**src/bcdec_pkg.sv**
```systemverilog
`default_nettype none
package bcdec_pkg;

  localparam int QUEUE_DEPTH  = 2;
  localparam int PIXELS       = 16;
  localparam int ADDR_W       = 3;
  localparam int DATA_W       = 32;

  localparam logic [3:0]  LAST_PIX     = 4'd15;
  localparam logic [7:0]  ALPHA_OPAQUE = 8'd255;
  localparam logic [7:0]  ALPHA_CLEAR  = 8'd0;
  localparam logic [4:0]  MASK5        = 5'h1f;
  localparam logic [5:0]  MASK6        = 6'h3f;

  // reciprocal multipliers, exact over the numerator ranges used
  localparam logic [20:0] DIV3_MUL = 21'd683;   // >> 11, x <= 765
  localparam logic [21:0] DIV7_MUL = 22'd2341;  // >> 14, x <= 1785
  localparam logic [20:0] DIV5_MUL = 21'd1639;  // >> 13, x <= 1275

  // register byte-address word select
  localparam logic REG_ALPHA_MODE = 1'b0;

  typedef enum logic [1:0] {
    AOP_DIV7   = 2'd0,
    AOP_DIV5   = 2'd1,
    AOP_DIRECT = 2'd2
  } alpha_op_t;

  typedef struct packed {
    logic [7:0]  r0;
    logic [7:0]  g0;
    logic [7:0]  b0;
    logic [7:0]  r1;
    logic [7:0]  g1;
    logic [7:0]  b1;
    logic [63:0] ablk;
    logic [31:0] cidx;
    logic        mode;
    logic        agt;
  } entry_t;

  typedef struct packed {
    logic full;
    logic empty;
  } q_stat_t;

  typedef struct packed {
    logic [2:0] w0;
    logic [2:0] w1;
  } cweight_t;

  typedef struct packed {
    alpha_op_t  op;
    logic [2:0] w0;
    logic [2:0] w1;
    logic [7:0] dval;
  } alpha_sel_t;

  function automatic logic [7:0] expand5(input logic [4:0] v);
    return {v, v[4:2]};
  endfunction

  function automatic logic [7:0] expand6(input logic [5:0] v);
    return {v, v[5:4]};
  endfunction

  // palette weights out of three: c0, c1, two thirds, one third
  function automatic cweight_t color_w(input logic [1:0] ci);
    cweight_t w;
    case (ci)
      2'd0:    w = '{w0: 3'd3, w1: 3'd0};
      2'd1:    w = '{w0: 3'd0, w1: 3'd3};
      2'd2:    w = '{w0: 3'd2, w1: 3'd1};
      2'd3:    w = '{w0: 3'd1, w1: 3'd2};
      default: w = '{w0: 3'd3, w1: 3'd0};
    endcase
    return w;
  endfunction

  // interpolated alpha code k: weights out of 7 (a0 > a1) or 5, or a fixed value
  function automatic alpha_sel_t alpha_code(input logic gt, input logic [2:0] k);
    alpha_sel_t s;
    s.dval = ALPHA_CLEAR;
    if (gt) begin
      s.op = AOP_DIV7;
      case (k)
        3'd0:    begin s.w0 = 3'd7; s.w1 = 3'd0; end
        3'd1:    begin s.w0 = 3'd0; s.w1 = 3'd7; end
        default: begin s.w0 = 3'd0 - k; s.w1 = k - 3'd1; end  // 8-k, k-1
      endcase
    end else begin
      s.op = AOP_DIV5;
      case (k)
        3'd0:    begin s.w0 = 3'd5; s.w1 = 3'd0; end
        3'd1:    begin s.w0 = 3'd0; s.w1 = 3'd5; end
        3'd6:    begin s.op = AOP_DIRECT; s.w0 = 3'd0; s.w1 = 3'd0; end
        3'd7:    begin
          s.op = AOP_DIRECT; s.w0 = 3'd0; s.w1 = 3'd0; s.dval = ALPHA_OPAQUE;
        end
        default: begin s.w0 = 3'd6 - k; s.w1 = k - 3'd1; end
      endcase
    end
    return s;
  endfunction

  function automatic logic [7:0] div3(input logic [9:0] x);
    logic [20:0] p;
    p = 21'(x) * DIV3_MUL;
    return p[18:11];
  endfunction

  function automatic logic [7:0] div7(input logic [10:0] x);
    logic [21:0] p;
    p = 22'(x) * DIV7_MUL;
    return p[21:14];
  endfunction

  function automatic logic [7:0] div5(input logic [10:0] x);
    logic [20:0] p;
    p = 21'(x) * DIV5_MUL;
    return p[20:13];
  endfunction

endpackage
`default_nettype wire

```
**src/bcdec_front.sv**
```systemverilog
`default_nettype none
module bcdec_front (
  input  wire logic              start,
  output logic                   busy,
  input  wire logic [63:0]       in_alpha_block,
  input  wire logic [63:0]       in_color_block,
  input  wire logic              alpha_mode,
  input  wire bcdec_pkg::q_stat_t q_stat,
  output logic                   push,
  output bcdec_pkg::entry_t      entry
);

  logic [15:0] c0;
  logic [15:0] c1;

  assign busy = q_stat.full;
  assign push = start && !q_stat.full;

  assign c0 = in_color_block[15:0];
  assign c1 = in_color_block[31:16];

  // endpoint expansion and alpha table choice, done once per block
  always_comb begin
    entry.r0   = bcdec_pkg::expand5(c0[15:11] & bcdec_pkg::MASK5);
    entry.g0   = bcdec_pkg::expand6(c0[10:5] & bcdec_pkg::MASK6);
    entry.b0   = bcdec_pkg::expand5(c0[4:0] & bcdec_pkg::MASK5);
    entry.r1   = bcdec_pkg::expand5(c1[15:11] & bcdec_pkg::MASK5);
    entry.g1   = bcdec_pkg::expand6(c1[10:5] & bcdec_pkg::MASK6);
    entry.b1   = bcdec_pkg::expand5(c1[4:0] & bcdec_pkg::MASK5);
    entry.ablk = in_alpha_block;
    entry.cidx = in_color_block[63:32];
    entry.mode = alpha_mode;
    entry.agt  = in_alpha_block[7:0] > in_alpha_block[15:8];
  end

endmodule
`default_nettype wire

```
**src/bcdec_queue.sv**
```systemverilog
`default_nettype none
module bcdec_queue #(
  parameter int DEPTH = bcdec_pkg::QUEUE_DEPTH
) (
  input  wire logic              clk,
  input  wire logic              rst_n,
  input  wire logic              push,
  input  wire bcdec_pkg::entry_t wr_entry,
  input  wire logic              pop,
  output bcdec_pkg::entry_t      rd_entry,
  output bcdec_pkg::q_stat_t     q_stat
);

  localparam int AW = (DEPTH > 1) ? $clog2(DEPTH) : 1;
  localparam int CW = $clog2(DEPTH + 1);
  localparam logic [AW-1:0] LAST_SLOT = AW'(DEPTH - 1);
  localparam logic [CW-1:0] FULL_CNT  = CW'(DEPTH);

  bcdec_pkg::entry_t mem_r [DEPTH];
  logic [AW-1:0] wr_ptr_r, wr_ptr_nxt;
  logic [AW-1:0] rd_ptr_r, rd_ptr_nxt;
  logic [CW-1:0] cnt_r, cnt_nxt;
  logic          do_push, do_pop;

  assign q_stat.full  = (cnt_r == FULL_CNT);
  assign q_stat.empty = (cnt_r == '0);
  assign do_push = push && !q_stat.full;
  assign do_pop  = pop && !q_stat.empty;
  assign rd_entry = mem_r[rd_ptr_r];

  always_comb begin
    wr_ptr_nxt = wr_ptr_r;
    rd_ptr_nxt = rd_ptr_r;
    cnt_nxt    = cnt_r;
    if (do_push) begin
      wr_ptr_nxt = (wr_ptr_r == LAST_SLOT) ? '0 : wr_ptr_r + AW'(1);
    end
    if (do_pop) begin
      rd_ptr_nxt = (rd_ptr_r == LAST_SLOT) ? '0 : rd_ptr_r + AW'(1);
    end
    if (do_push && !do_pop) begin
      cnt_nxt = cnt_r + CW'(1);
    end else if (do_pop && !do_push) begin
      cnt_nxt = cnt_r - CW'(1);
    end
  end

  always_ff @(posedge clk) begin
    if (!rst_n) begin
      wr_ptr_r <= '0;
      rd_ptr_r <= '0;
      cnt_r    <= '0;
    end else begin
      wr_ptr_r <= wr_ptr_nxt;
      rd_ptr_r <= rd_ptr_nxt;
      cnt_r    <= cnt_nxt;
    end
  end

  always_ff @(posedge clk) begin
    if (do_push) begin
      mem_r[wr_ptr_r] <= wr_entry;
    end
  end

endmodule
`default_nettype wire

```
**src/bcdec_back.sv**
```systemverilog
`default_nettype none
module bcdec_back (
  input  wire logic               clk,
  input  wire logic               rst_n,
  input  wire bcdec_pkg::entry_t  head,
  input  wire bcdec_pkg::q_stat_t q_stat,
  output logic                    pop,
  output logic                    out_valid,
  output logic [3:0]              out_pixel_index,
  output logic [7:0]              out_red,
  output logic [7:0]              out_green,
  output logic [7:0]              out_blue,
  output logic [7:0]              out_alpha,
  output logic                    out_last_pixel
);

  logic [3:0]  pix_r, pix_nxt;
  logic        run;

  // stage 1: weighted sums
  logic        s1_valid_r;
  logic [3:0]  s1_idx_r;
  logic        s1_last_r;
  logic [9:0]  s1_rn_r, s1_gn_r, s1_bn_r;
  logic [10:0] s1_an_r;
  bcdec_pkg::alpha_op_t s1_aop_r;
  logic [7:0]  s1_adir_r;

  logic [1:0]  ci;
  logic [5:0]  abit;
  logic [2:0]  ak;
  logic [3:0]  nib;
  bcdec_pkg::cweight_t   cw;
  bcdec_pkg::alpha_sel_t asel;
  logic [9:0]  rn, gn, bn;
  logic [10:0] an;
  bcdec_pkg::alpha_op_t aop;
  logic [7:0]  adir;

  // stage 2: output registers
  logic        o_valid_r;
  logic [3:0]  o_idx_r;
  logic        o_last_r;
  logic [7:0]  o_r_r, o_g_r, o_b_r, o_a_r;
  logic [7:0]  a_q;

  assign run     = !q_stat.empty;
  assign pop     = run && (pix_r == bcdec_pkg::LAST_PIX);
  assign pix_nxt = run ? pix_r + 4'd1 : pix_r;

  assign ci   = head.cidx[{pix_r, 1'b0} +: 2];
  assign abit = 6'd16 + {1'b0, pix_r, 1'b0} + {2'b00, pix_r};
  assign ak   = head.ablk[abit +: 3];
  assign nib  = head.ablk[{pix_r, 2'b00} +: 4];
  assign cw   = bcdec_pkg::color_w(ci);
  assign asel = bcdec_pkg::alpha_code(head.agt, ak);

  always_comb begin
    rn = 10'(11'(cw.w0) * 11'(head.r0) + 11'(cw.w1) * 11'(head.r1));
    gn = 10'(11'(cw.w0) * 11'(head.g0) + 11'(cw.w1) * 11'(head.g1));
    bn = 10'(11'(cw.w0) * 11'(head.b0) + 11'(cw.w1) * 11'(head.b1));
    an = 11'(asel.w0) * 11'(head.ablk[7:0]) + 11'(asel.w1) * 11'(head.ablk[15:8]);
    if (head.mode) begin
      aop  = asel.op;
      adir = asel.dval;
    end else begin
      aop  = bcdec_pkg::AOP_DIRECT;
      adir = {nib, nib};
    end
  end

  always_comb begin
    case (s1_aop_r)
      bcdec_pkg::AOP_DIV7:   a_q = bcdec_pkg::div7(s1_an_r);
      bcdec_pkg::AOP_DIV5:   a_q = bcdec_pkg::div5(s1_an_r);
      bcdec_pkg::AOP_DIRECT: a_q = s1_adir_r;
      default:               a_q = s1_adir_r;
    endcase
  end

  always_ff @(posedge clk) begin
    if (!rst_n) begin
      pix_r      <= '0;
      s1_valid_r <= 1'b0;
      o_valid_r  <= 1'b0;
    end else begin
      pix_r      <= pix_nxt;
      s1_valid_r <= run;
      o_valid_r  <= s1_valid_r;
    end
  end

  always_ff @(posedge clk) begin
    s1_idx_r  <= pix_r;
    s1_last_r <= (pix_r == bcdec_pkg::LAST_PIX);
    s1_rn_r   <= rn;
    s1_gn_r   <= gn;
    s1_bn_r   <= bn;
    s1_an_r   <= an;
    s1_aop_r  <= aop;
    s1_adir_r <= adir;
    o_idx_r   <= s1_idx_r;
    o_last_r  <= s1_last_r;
    o_r_r     <= bcdec_pkg::div3(s1_rn_r);
    o_g_r     <= bcdec_pkg::div3(s1_gn_r);
    o_b_r     <= bcdec_pkg::div3(s1_bn_r);
    o_a_r     <= a_q;
  end

  assign out_valid       = o_valid_r;
  assign out_pixel_index = o_idx_r;
  assign out_last_pixel  = o_last_r;
  assign out_red         = o_r_r;
  assign out_green       = o_g_r;
  assign out_blue        = o_b_r;
  assign out_alpha       = o_a_r;

endmodule
`default_nettype wire

```
**src/bc2_bc3_block_decoder_unit.sv**
```systemverilog
// Channel   Ports                                   Handshake
// block in  in_alpha_block, in_color_block          start / busy, taken when start & !busy
// pixel out out_pixel_index, out_red/green/blue,    out_valid strobe, one cycle, no stall
//           out_alpha, out_last_pixel
// config    psel, penable, pwrite, paddr, pwdata,   APB write on access cycle, pready tied high
//           prdata, pready                          alpha_mode at byte address 0
//
// A block request is queued when taken; its first pixel passes the stage 1 and output registers once the
// back end reaches it, then its sixteen pixels follow at one pixel per cycle.
// Sustained rate is set by the back end's one-pixel-per-cycle pipe, which walks sixteen pixels per block.
// busy is high only while the block queue (QDEPTH entries) is full.
// Synchronous active-low reset empties the queue, clears the strobes, sets alpha_mode to 1.
// Pixel output cannot be held off; results are dropped if the receiver ignores the strobe.
`default_nettype none
module bc2_bc3_block_decoder_unit #(
  parameter int QDEPTH = bcdec_pkg::QUEUE_DEPTH
) (
  input  wire logic        clk,
  input  wire logic        rst_n,
  // block requests
  input  wire logic        start,
  output logic             busy,
  input  wire logic [63:0] in_alpha_block,
  input  wire logic [63:0] in_color_block,
  // pixels
  output logic             out_valid,
  output logic [3:0]       out_pixel_index,
  output logic [7:0]       out_red,
  output logic [7:0]       out_green,
  output logic [7:0]       out_blue,
  output logic [7:0]       out_alpha,
  output logic             out_last_pixel,
  // configuration
  input  wire logic                         psel,
  input  wire logic                         penable,
  input  wire logic                         pwrite,
  input  wire logic [bcdec_pkg::ADDR_W-1:0] paddr,
  input  wire logic [bcdec_pkg::DATA_W-1:0] pwdata,
  output logic      [bcdec_pkg::DATA_W-1:0] prdata,
  output logic                              pready
);

  logic mode_r, mode_nxt;
  logic wr_mode;

  bcdec_pkg::q_stat_t q_stat;
  bcdec_pkg::entry_t  front_entry;
  bcdec_pkg::entry_t  head_entry;
  logic               push;
  logic               pop;

  // config register: word select is paddr[2], one register at word 0
  assign pready  = 1'b1;
  assign wr_mode = psel && penable && pwrite && pready &&
                   (paddr[2] == bcdec_pkg::REG_ALPHA_MODE);
  assign mode_nxt = wr_mode ? pwdata[0] : mode_r;
  assign prdata   = (paddr[2] == bcdec_pkg::REG_ALPHA_MODE) ?
                    {{(bcdec_pkg::DATA_W-1){1'b0}}, mode_r} : '0;

  always_ff @(posedge clk) begin
    if (!rst_n) begin
      mode_r <= 1'b1;
    end else begin
      mode_r <= mode_nxt;
    end
  end

  // front: take block, expand endpoints, pick alpha table
  bcdec_front u_front (
    .start          (start),
    .busy           (busy),
    .in_alpha_block (in_alpha_block),
    .in_color_block (in_color_block),
    .alpha_mode     (mode_r),
    .q_stat         (q_stat),
    .push           (push),
    .entry          (front_entry)
  );

  // decoupling queue between front and pixel pipe
  bcdec_queue #(
    .DEPTH (QDEPTH)
  ) u_queue (
    .clk      (clk),
    .rst_n    (rst_n),
    .push     (push),
    .wr_entry (front_entry),
    .pop      (pop),
    .rd_entry (head_entry),
    .q_stat   (q_stat)
  );

  // back: walks sixteen pixels of the head block, two-stage pipe
  bcdec_back u_back (
    .clk             (clk),
    .rst_n           (rst_n),
    .head            (head_entry),
    .q_stat          (q_stat),
    .pop             (pop),
    .out_valid       (out_valid),
    .out_pixel_index (out_pixel_index),
    .out_red         (out_red),
    .out_green       (out_green),
    .out_blue        (out_blue),
    .out_alpha       (out_alpha),
    .out_last_pixel  (out_last_pixel)
  );

endmodule
`default_nettype wire

```
**config.mk**
```make
export PLATFORM = sky130hd
export DESIGN_NAME = bc2_bc3_block_decoder_unit
export DESIGN_NICKNAME = d
export VERILOG_FILES = /design/src/bcdec_pkg.sv /design/src/bcdec_front.sv /design/src/bcdec_queue.sv /design/src/bcdec_back.sv /design/src/bc2_bc3_block_decoder_unit.sv
export SDC_FILE = /design/constraint.sdc
export NUM_CORES = 1
export LEC_CHECK = 0
export ABC_AREA = 1
export BUFFER_PORTS_ARGS = -buffer_cell sky130_fd_sc_hd__buf_2
export CORE_UTILIZATION = 50
export CTS_CLUSTER_SIZE = 12
export DETAILED_ROUTE_END_ITERATION = 12
export GPL_TIMING_DRIVEN = 0
export PLACE_DENSITY = 0.71
export SETUP_SLACK_MARGIN = 0.15
export SLEW_MARGIN = 20
export SYNTH_ARGS = -nofsm -noshare
export SYNTH_HDL_FRONTEND = slang
export SYNTH_SLANG_ARGS = --single-unit
```
**constraint.sdc**
```tcl
create_clock -name clk -period 9.9 [get_ports clk]
set_input_delay 0.99 -clock clk [delete_from_list [all_inputs] [get_ports clk]]
set_output_delay 0.99 -clock clk [all_outputs]
set_load 0.05 [all_outputs]
```
==> impl.org, run 1 <==
** Logic synthesis
- Fraction of synthesized cell area taken by the top area cell type :: 0.281
- In this run, distinct cell masters in the synthesized netlist total 52.
- Avg Cell Area, Syn :: 9.52 um2
- sky130_fd_sc_hd__edfxtp_1 takes more of the synthesized area than any other cell.
- Cell count after synthesis :: 2922
- Largest cells by area after synthesis :: sky130_fd_sc_hd__edfxtp_1, sky130_fd_sc_hd__ha_1, sky130_fd_sc_hd__fa_1, sky130_fd_sc_hd__dfxtp_1, sky130_fd_sc_hd__inv_1
- Of the synthesized area, sequential elements account for 0.353.
- Count of state elements after synthesis :: 361
- For this run, the number of Yosys warnings is 0.
- Post-synthesis cell area :: 27800 um2

** Routing
- Count of routing violations after the opening detailed-route iteration :: 1406
- Routed via count :: 20.7k
- The first detailed-routing pass ran for 5 iterations.
- Dividing the detail-routed wire length by the instance count gives 16.9 um.
- The count of nets left with antenna violations once routing finished came out at 0.
- After detailed routing, the number of remaining DRC violations is 0.
- The final layout contains routed wiring with a total length of 67100 um.
- Number of vias per cell :: 5.21

** Critical path
- Cell type group with the largest total delay on the critical path :: adder cells
- Startpoint of the lowest-slack register-to-register path :: u_back.pix_r[1]$_SDFFE_PN0P_
- Number of buffers and inverters on the critical path :: 8
- Setup slack, reg-to-reg :: 1.21 ns
- Crit path DAT :: 9.20 ns
- The largest individual stage delay along the critical path comes from the cell sky130_fd_sc_hd__nor2_1.
- Critical Path End Type :: flip-flop
- Largest stage delay on the critical path :: 0.63 ns
- In this run the number of cells on the critical path is 37.
- Logic depth of the worst register-to-register path :: 37
- In this run the worst path has a maximum fanout of 10.
- The critical path in this run is classified as reg -> reg.
- Data on the critical path is required at its endpoint by 10.41 ns.
- Critical Path Start Type :: flip-flop
- Counting stages on the worst path, the most repeated cell is sky130_fd_sc_hd__nand2_1.
- Critical path origin :: u_back.pix_r[1]$_SDFFE_PN0P_

** Clock tree
- Number of buffers added for setup after CTS :: 0
- The clock reaches the later pin of the worst-skew pair after 0.59 ns.
- Cts bufs inserted :: 43
- CTS placed an instance of sky130_fd_sc_hd__clkbuf_16 at the clock tree root.
- Number of clock sinks :: 361
- Buffers inserted to repair hold after CTS numbered 0.
- Cts repair resizes :: 0
- Maximum buffer depth of the clock tree :: 3
- CTS clk-pin slew, worst paths :: 0.06 ns
- CTS H-Tree Depth :: 2
- TritonCTS built the clock tree.

** Cells and area
- In the final layout, the share of cells above drive strength 1 is 0.107.
- Area delta synth->final :: 12.8%
- In the final layout, the multi-input gates occupy 15700 um2.
- At the end of the flow, the number of nets in the layout was 3939.
- The library cell used most frequently in the layout, excluding fill and tap cells, is sky130_fd_sc_hd__inv_1.
- Fill cells in the final layout number 4878.
- Registers take 9830 um2.
- The library cells used most frequently in the layout, excluding fill and tap cells, are sky130_fd_sc_hd__inv_1, sky130_fd_sc_hd__nand2_1, sky130_fd_sc_hd__ha_1, sky130_fd_sc_hd__edfxtp_1, sky130_fd_sc_hd__nand3_1.

** STA
- On the final layout, the worst hold slack is 0.326 ns.
- Post-Route Skew :: 0.0234 ns
- Share of the clock period used by the worst path after layout :: 0.878
- Minimum clock period after layout :: 8.69 ns
- Setup violations remaining at the end of the flow were counted as 0.
- Setup repair after global routing left no endpoint under its margin.
- Measured against its own limit, the worst slew margin works out to 0.457.
- The number of hold violations in the final report was 0.
- At the pin with the least slew margin, the transition time is 0.812 ns.
- Static timing analysis puts the maximum clock frequency at 0.115 GHz.
- The final number of max-transition violations is 0.

** Global route
- The first global-routing pass estimated 106000 um of wire.
- The number of antenna violations at the first check in global routing came to 5.
- For this run, the total global-route usage over all layers was measured as 0.240.
- Via count of the first global-routing pass :: 20.2k
- Total global routing overflow :: 0
- Pin count of the biggest net entering global routing :: 27

** Floorplanning
- For this configuration, the core starts out at a cell density of 0.505.
- Die outline area :: 56600 um2
- X dimension of the die :: 238 um
- FP Rows :: 86
- 241 I/O pins were placed.
- Area of the core region :: 55100 um2
- Measured along the y axis, the die boundary spans 238 um.

** Hold path
- The path class of the tightest hold or removal check is reg -> reg.
- Counting instances, the worst hold path has a depth of 0.
- Worst min-delay path startpoint :: u_back.s1_idx_r[3]$_DFF_P_

** Place
- At the end of routability-driven placement, the weighted congestion stood at 0.983.
- Hpwl dp :: 53500 um
- IO Port Bufs :: 175

** Flow run
- Max capacitance violation total :: 0

** Status
- The flow ran to the end, and the final reports show no timing, DRC or antenna violations.
## flip-flops by register name (all words and copies together) (netlist names), named ones only
register / cells
u_queue.mem_r: 260
u_back.s1_an_r: 11
u_back.s1_bn_r: 10
u_back.s1_gn_r: 10
u_back.s1_rn_r: 10
u_back.out_alpha: 8
u_back.out_blue: 8
u_back.out_green: 8
u_back.out_red: 8
u_back.out_pixel_index: 4
u_back.pix_r: 4
u_back.s1_adir_r: 4
u_back.s1_idx_r: 4
u_back.s1_aop_r: 2
u_queue.cnt_r: 2
mode_r: 1
u_back.out_last_pixel: 1
u_back.out_valid: 1
u_back.s1_last_r: 1
u_back.s1_valid_r: 1
u_queue.rd_ptr_r: 1
u_queue.wr_ptr_r: 1
## path summary, 6_finish.rpt
kind | endpoint
hold / removal | u_back.out_pixel_index[3]$_DFF_P_
setup / recovery | u_back.s1_an_r[10]$_DFF_P_
setup reg to reg | u_back.s1_an_r[10]$_DFF_P_
hold reg to reg | u_back.out_pixel_index[3]$_DFF_P_
## logic make-up (layout without fill, tap and decap cells)
kind of cell,count (synthesis),after routing,synth area share
buffers and inverters,605,865,0.0889
AOI/OAI and AO/OA,320,320,0.0663
adders and majority gates,586,586,0.313
DFF,361,361,0.353
xor gates and xnor gates,75,75,0.0236
and+or+nand+nor,940,940,0.142
muxes,33,33,0.0119
other,2,36,0.000270
## synth_stat cells (all sizes together)
cell,number
inv,504
nand2,475
ha,401
edfxtp,260
nand3,235
nor2,192
fa,185
a21oi,141
o21ai,102
dfxtp,101
buf,74
xor2,56
mux2i,33
clkbuf,26
xnor2,19
nand4,15
o211ai,15
nor3,11
o21bai,10
o221ai,10
a21boi,9
a21o,8
o22ai,6
a211oi,5
a31oi,5
or2,4
nand3b,3
o21a,3
o31ai,3
and2,2
conb,2
a221oi,1
and3,1
clkinv,1
nor3b,1
nor4,1
o2111ai,1
o311ai,1
## stage by stage
stage / utilization / instance area, um2 / instances / worst slack, ns / TNS (ns)
after floorplan: - / 27900 / 2952 / 2.72 / 0
after global placement: 0.540 / 29800 / 3875 / -0.745 / -187.32
after detailed placement: 0.546 / 30100 / 3887 / 1.35 / 0
after CTS: 0.570 / 31400 / 3960 / 1.31 / 0
after global routing: 0.570 / 31400 / 3964 / 0.739 / 0
final: 0.570 / 31400 / 3964 / 1.21 / 0
## cell type report
cell class	count	share of cell area
Clock inverter	22	0.00709
Buffer	100	0.0184
Clock buffer	51	0.0352
Timing Repair Buffer	187	0.0372
Multi-Input combinational cell	1986	0.499
Sequential cell	361	0.313
Antenna cell	4	0.000319
Inverter	505	0.0604
Tap cell	748	0.0298
## per-layer routing
layer  share of wire  vias to the layer above  routed length [um]  track usage
li1                -                    10100                   -            -
met1            0.43                     9742               28900        0.317
met2            0.46                      671               31200        0.393
met3           0.065                      147                4380       0.0359
met4           0.040                        0                2660        0.105
met5               0                        -                   0            0
Power of run 1 is left out: the tool's default activity adds up to more than one toggle a clock period on the data nets, which glitch-free logic cannot reach.
==> inputs of run 2 (changes only) <==
PLACE_DENSITY = 0.7   (was 0.71)
SYNTH_HIERARCHICAL = 1   (was default)
==> run 2 against run 1 <==
Global-route usage shrank 1.6 points. Wire length grew 3.4%. Synthesized cell count grew 7.3%. Non-clock buffer count grew 34. Cell count grew 5.1%. Utilization shrank 1.1 points.
==> impl.org, run 2 <==
** Critical path
- Critical Path End Type :: flip-flop
- Cell at the slowest stage of the critical path :: sky130_fd_sc_hd__fa_1
- Among cell families on the critical path, the largest total delay comes from adder cells.
- CP Data Required Time :: 10.43 ns
- Cell with the most instances on the worst path :: sky130_fd_sc_hd__nand3_1
- Largest stage delay on the critical path :: 0.60 ns
- In this run the worst path has a maximum fanout of 11.
- Critical Path Start Type :: flip-flop
- Number of buffers and inverters on the critical path :: 7
- Classification of the worst setup path :: reg -> reg
- Crit path DAT :: 8.24 ns

** Floorplanning
- The floorplan step defined a die boundary enclosing 63100 um2.
- Initial Utilization :: 0.504
- Die extent in y :: 251 um
- After floorplanning, the core was sized to cover 61600 um2.
- For this design the top-level I/O count stands at 241.
- X dimension of the die :: 251 um
- FP Rows :: 91

** Cells and area
- Area of combinational cells with multiple inputs :: 16500 um2
- The register with the most flip-flops in the layout has 292 of them.
- End-of-flow core utilization :: 0.559
- Area delta synth->final :: 10.8%
- In the final layout, the share of cells above drive strength 1 is 0.166.
- Reg with most FFs :: u_queue/mem_r
- FILL cells :: 5368
- Leading cell type in the layout, fill and taps excluded :: sky130_fd_sc_hd__inv_1
- In the layout the commonest cells are sky130_fd_sc_hd__inv_1, sky130_fd_sc_hd__ha_1, sky130_fd_sc_hd__nand2_1, sky130_fd_sc_hd__nand3_1, sky130_fd_sc_hd__edfxtp_1.
- In the final layout, the registers with the most flip-flops are u_queue/mem_r x292, u_back/s1_an_r x11.
- The repair_antennas step left the layout with diodes totalling 0.
- Combined flip-flop and latch cell area :: 10800 um2
- The net count of the finished layout is 4057.

** Global route
- Number of antenna violations at the first check in global routing :: 1
- Wire length of the first global-routing pass :: 112000 um
- Pin count of the biggest net entering global routing :: 27
- Via count of the first global-routing pass :: 21.5k
- GRT Total Usage :: 0.224
- For this run the aggregate overflow at the end of global routing stands at 0.

** Logic synthesis
- The average instance in the mapped netlist occupies 9.91 um2.
- The share of synthesized area in the top cell type comes to 0.282.
- Predominant post-synthesis flop cell :: sky130_fd_sc_hd__edfxtp_1
- Yosys top cell by area :: sky130_fd_sc_hd__edfxtp_1
- The synthesized design contains 292 enable-type register cells.
- Cell count after synthesis :: 3136
- Dominant cell by count in the synthesized netlist :: sky130_fd_sc_hd__inv_1
- Fraction of the yosys area taken by sequential cells :: 0.347
- Synthesis instantiated 48 different standard cells from the library.
- Count of state elements after synthesis :: 393
- In the synthesized netlist the async set-or-reset flop fraction comes to 0.
- The mapped netlist covers 31100 um2.
- Count of warnings emitted by yosys :: 6
- Ranked by total cell area, the synthesized netlist is headed by sky130_fd_sc_hd__edfxtp_1, sky130_fd_sc_hd__ha_1, sky130_fd_sc_hd__fa_1, sky130_fd_sc_hd__inv_1, sky130_fd_sc_hd__dfxtp_1.
- Leading cell types by count after synthesis :: sky130_fd_sc_hd__inv_1, sky130_fd_sc_hd__ha_1, sky130_fd_sc_hd__nand2_1

** STA
- Setup slack on the critical path of the routed design comes to 2.19 ns.
- At the pin with the least slew margin, the transition time is 0.821 ns.
- Highest attainable clock frequency :: 0.130 GHz
- Minimum hold slack :: 0.323 ns
- Final setup violation count :: 0
- The final number of max-transition violations was 0.
- The number of hold violations in the final report is 0.
- The routed design could run at a clock period as short as 7.71 ns.
- Post-Route Skew :: 0.0566 ns
- Of the available clock period, the critical path in the final layout requires 0.779.
- Max_slew headroom :: 0.451
- Setup repair after global routing missed its margin :: no

** Routing
- After detailed routing, the average wire length per cell comes to 16.7 um.
- Number of vias per cell :: 5.13
- Wire length reported by the detailed router :: 69400 um
- Routed via count :: 21.4k
- Before antenna repair, the detailed router went through 5 iterations.
- DR DRC count :: 0
- Remaining number of nets flagged by the antenna check after routing :: 0
- The first routing iteration left 1251 violations.

** Hold path
- The worst hold path belongs to the class reg -> reg.

** Flow run
- Max capacitance violation total :: 0

** Place
- Routability-driven placement finished with a final weighted congestion of 0.967.
- Once detailed placement completed, the half-perimeter wirelength came to 54700 um.
- Port buffering added 63 buffers.
- Timing analysis after detailed placement gives a worst setup slack of 2.32 ns.

** Clock tree
- Counting along the longest clock path gives a buffer depth of 3.
- The clock tree synthesis step divided the H-tree into 2 levels.
- Clock Tree Root :: sky130_fd_sc_hd__clkbuf_16
- At the later pin of the worst-skew pair, clock insertion delay measures 0.60 ns.
- Once the clock tree was built, the setup fixing pass inserted 0 buffers.
- Gates resized during post-CTS repair numbered 0.
- CTS clk-pin slew, worst paths :: 0.06 ns
- CTS tree :: yes
- Cts-stage hold buffer count :: 0
- Number of clock sinks :: 393
- Cts bufs inserted :: 46

** Status
- The flow ran to the end, and the final reports show no timing, DRC or antenna violations.
==> run 2: changes by cell type after synthesis, moves of 9 or more <==
cell	delta
sky130_fd_sc_hd__ha_1	+10
sky130_fd_sc_hd__nand2_1	-115
sky130_fd_sc_hd__nand3_1	+73
sky130_fd_sc_hd__edfxtp_1	+32
sky130_fd_sc_hd__clkbuf_8	+10
sky130_fd_sc_hd__o21ai_0	-37
sky130_fd_sc_hd__buf_4	+148
sky130_fd_sc_hd__mux2_2	+146
sky130_fd_sc_hd__a21oi_1	-36
sky130_fd_sc_hd__nor2_2	+9
sky130_fd_sc_hd__inv_1	+51
sky130_fd_sc_hd__mux2i_1	-33
==> run 2: area by class of cell <==
type	count	area share
Tap cell	837	0.0304
Buffer	245	0.0524
Multi-Input combinational cell	1973	0.480
Clock buffer	64	0.0366
Timing Repair Buffer	76	0.0174
Sequential cell	393	0.314
Clock inverter	22	0.00927
Inverter	555	0.0605
==> run 2: per-layer routing <==
layer / share of wire / GRT usage
met5: 0.00016 / 0
met4: 0.030 / 0.0786
met3: 0.054 / 0.0351
met2: 0.49 / 0.387
met1: 0.43 / 0.285
==> run 2: path summary, 6_finish.rpt <==
check | start | end | slack, ns | cells after the start
max reg2reg | u_back/pix_r[2]$_SDFFE_PN0N_ | u_back/s1_an_r[10]$_DFF_P_ | 2.19 | 29
min reg2reg | u_back/s1_idx_r[1]$_DFF_P_ | u_back/out_pixel_index[1]$_DFF_P_ | 0.32 | 0
max | u_back/pix_r[2]$_SDFFE_PN0N_ | u_back/s1_an_r[10]$_DFF_P_ | 2.19 | 29
min | u_back/s1_idx_r[1]$_DFF_P_ | u_back/out_pixel_index[1]$_DFF_P_ | 0.32 | 0
==> run 2: kinds of logic (layout without fill, tap and decap cells) <==
group,Yosys count,after routing,share of synthesized area
buffers and inverters,800,962,0.125
xor gates and xnor gates,72,72,0.0203
other,2,32,0.000242
adders and majority gates,598,598,0.286
DFF,393,393,0.347
and+or+nand+nor,903,903,0.127
AOI/OAI and AO/OA,222,222,0.0410
muxes,146,146,0.0529
==> run 2: stage by stage <==
step | instance area [um2] | cells | setup TNS [ns]
2_1_floorplan | 31200 | 3166 | 0
3_3_place_gp | 32500 | 4066 | -523.83
3_5_place_dp | 32800 | 4079 | 0
4_1_cts | 34400 | 4165 | 0
5_1_grt | 34400 | 4165 | 0
6_report | 34400 | 4165 | 0
Power of run 2 is left out for the same reason.
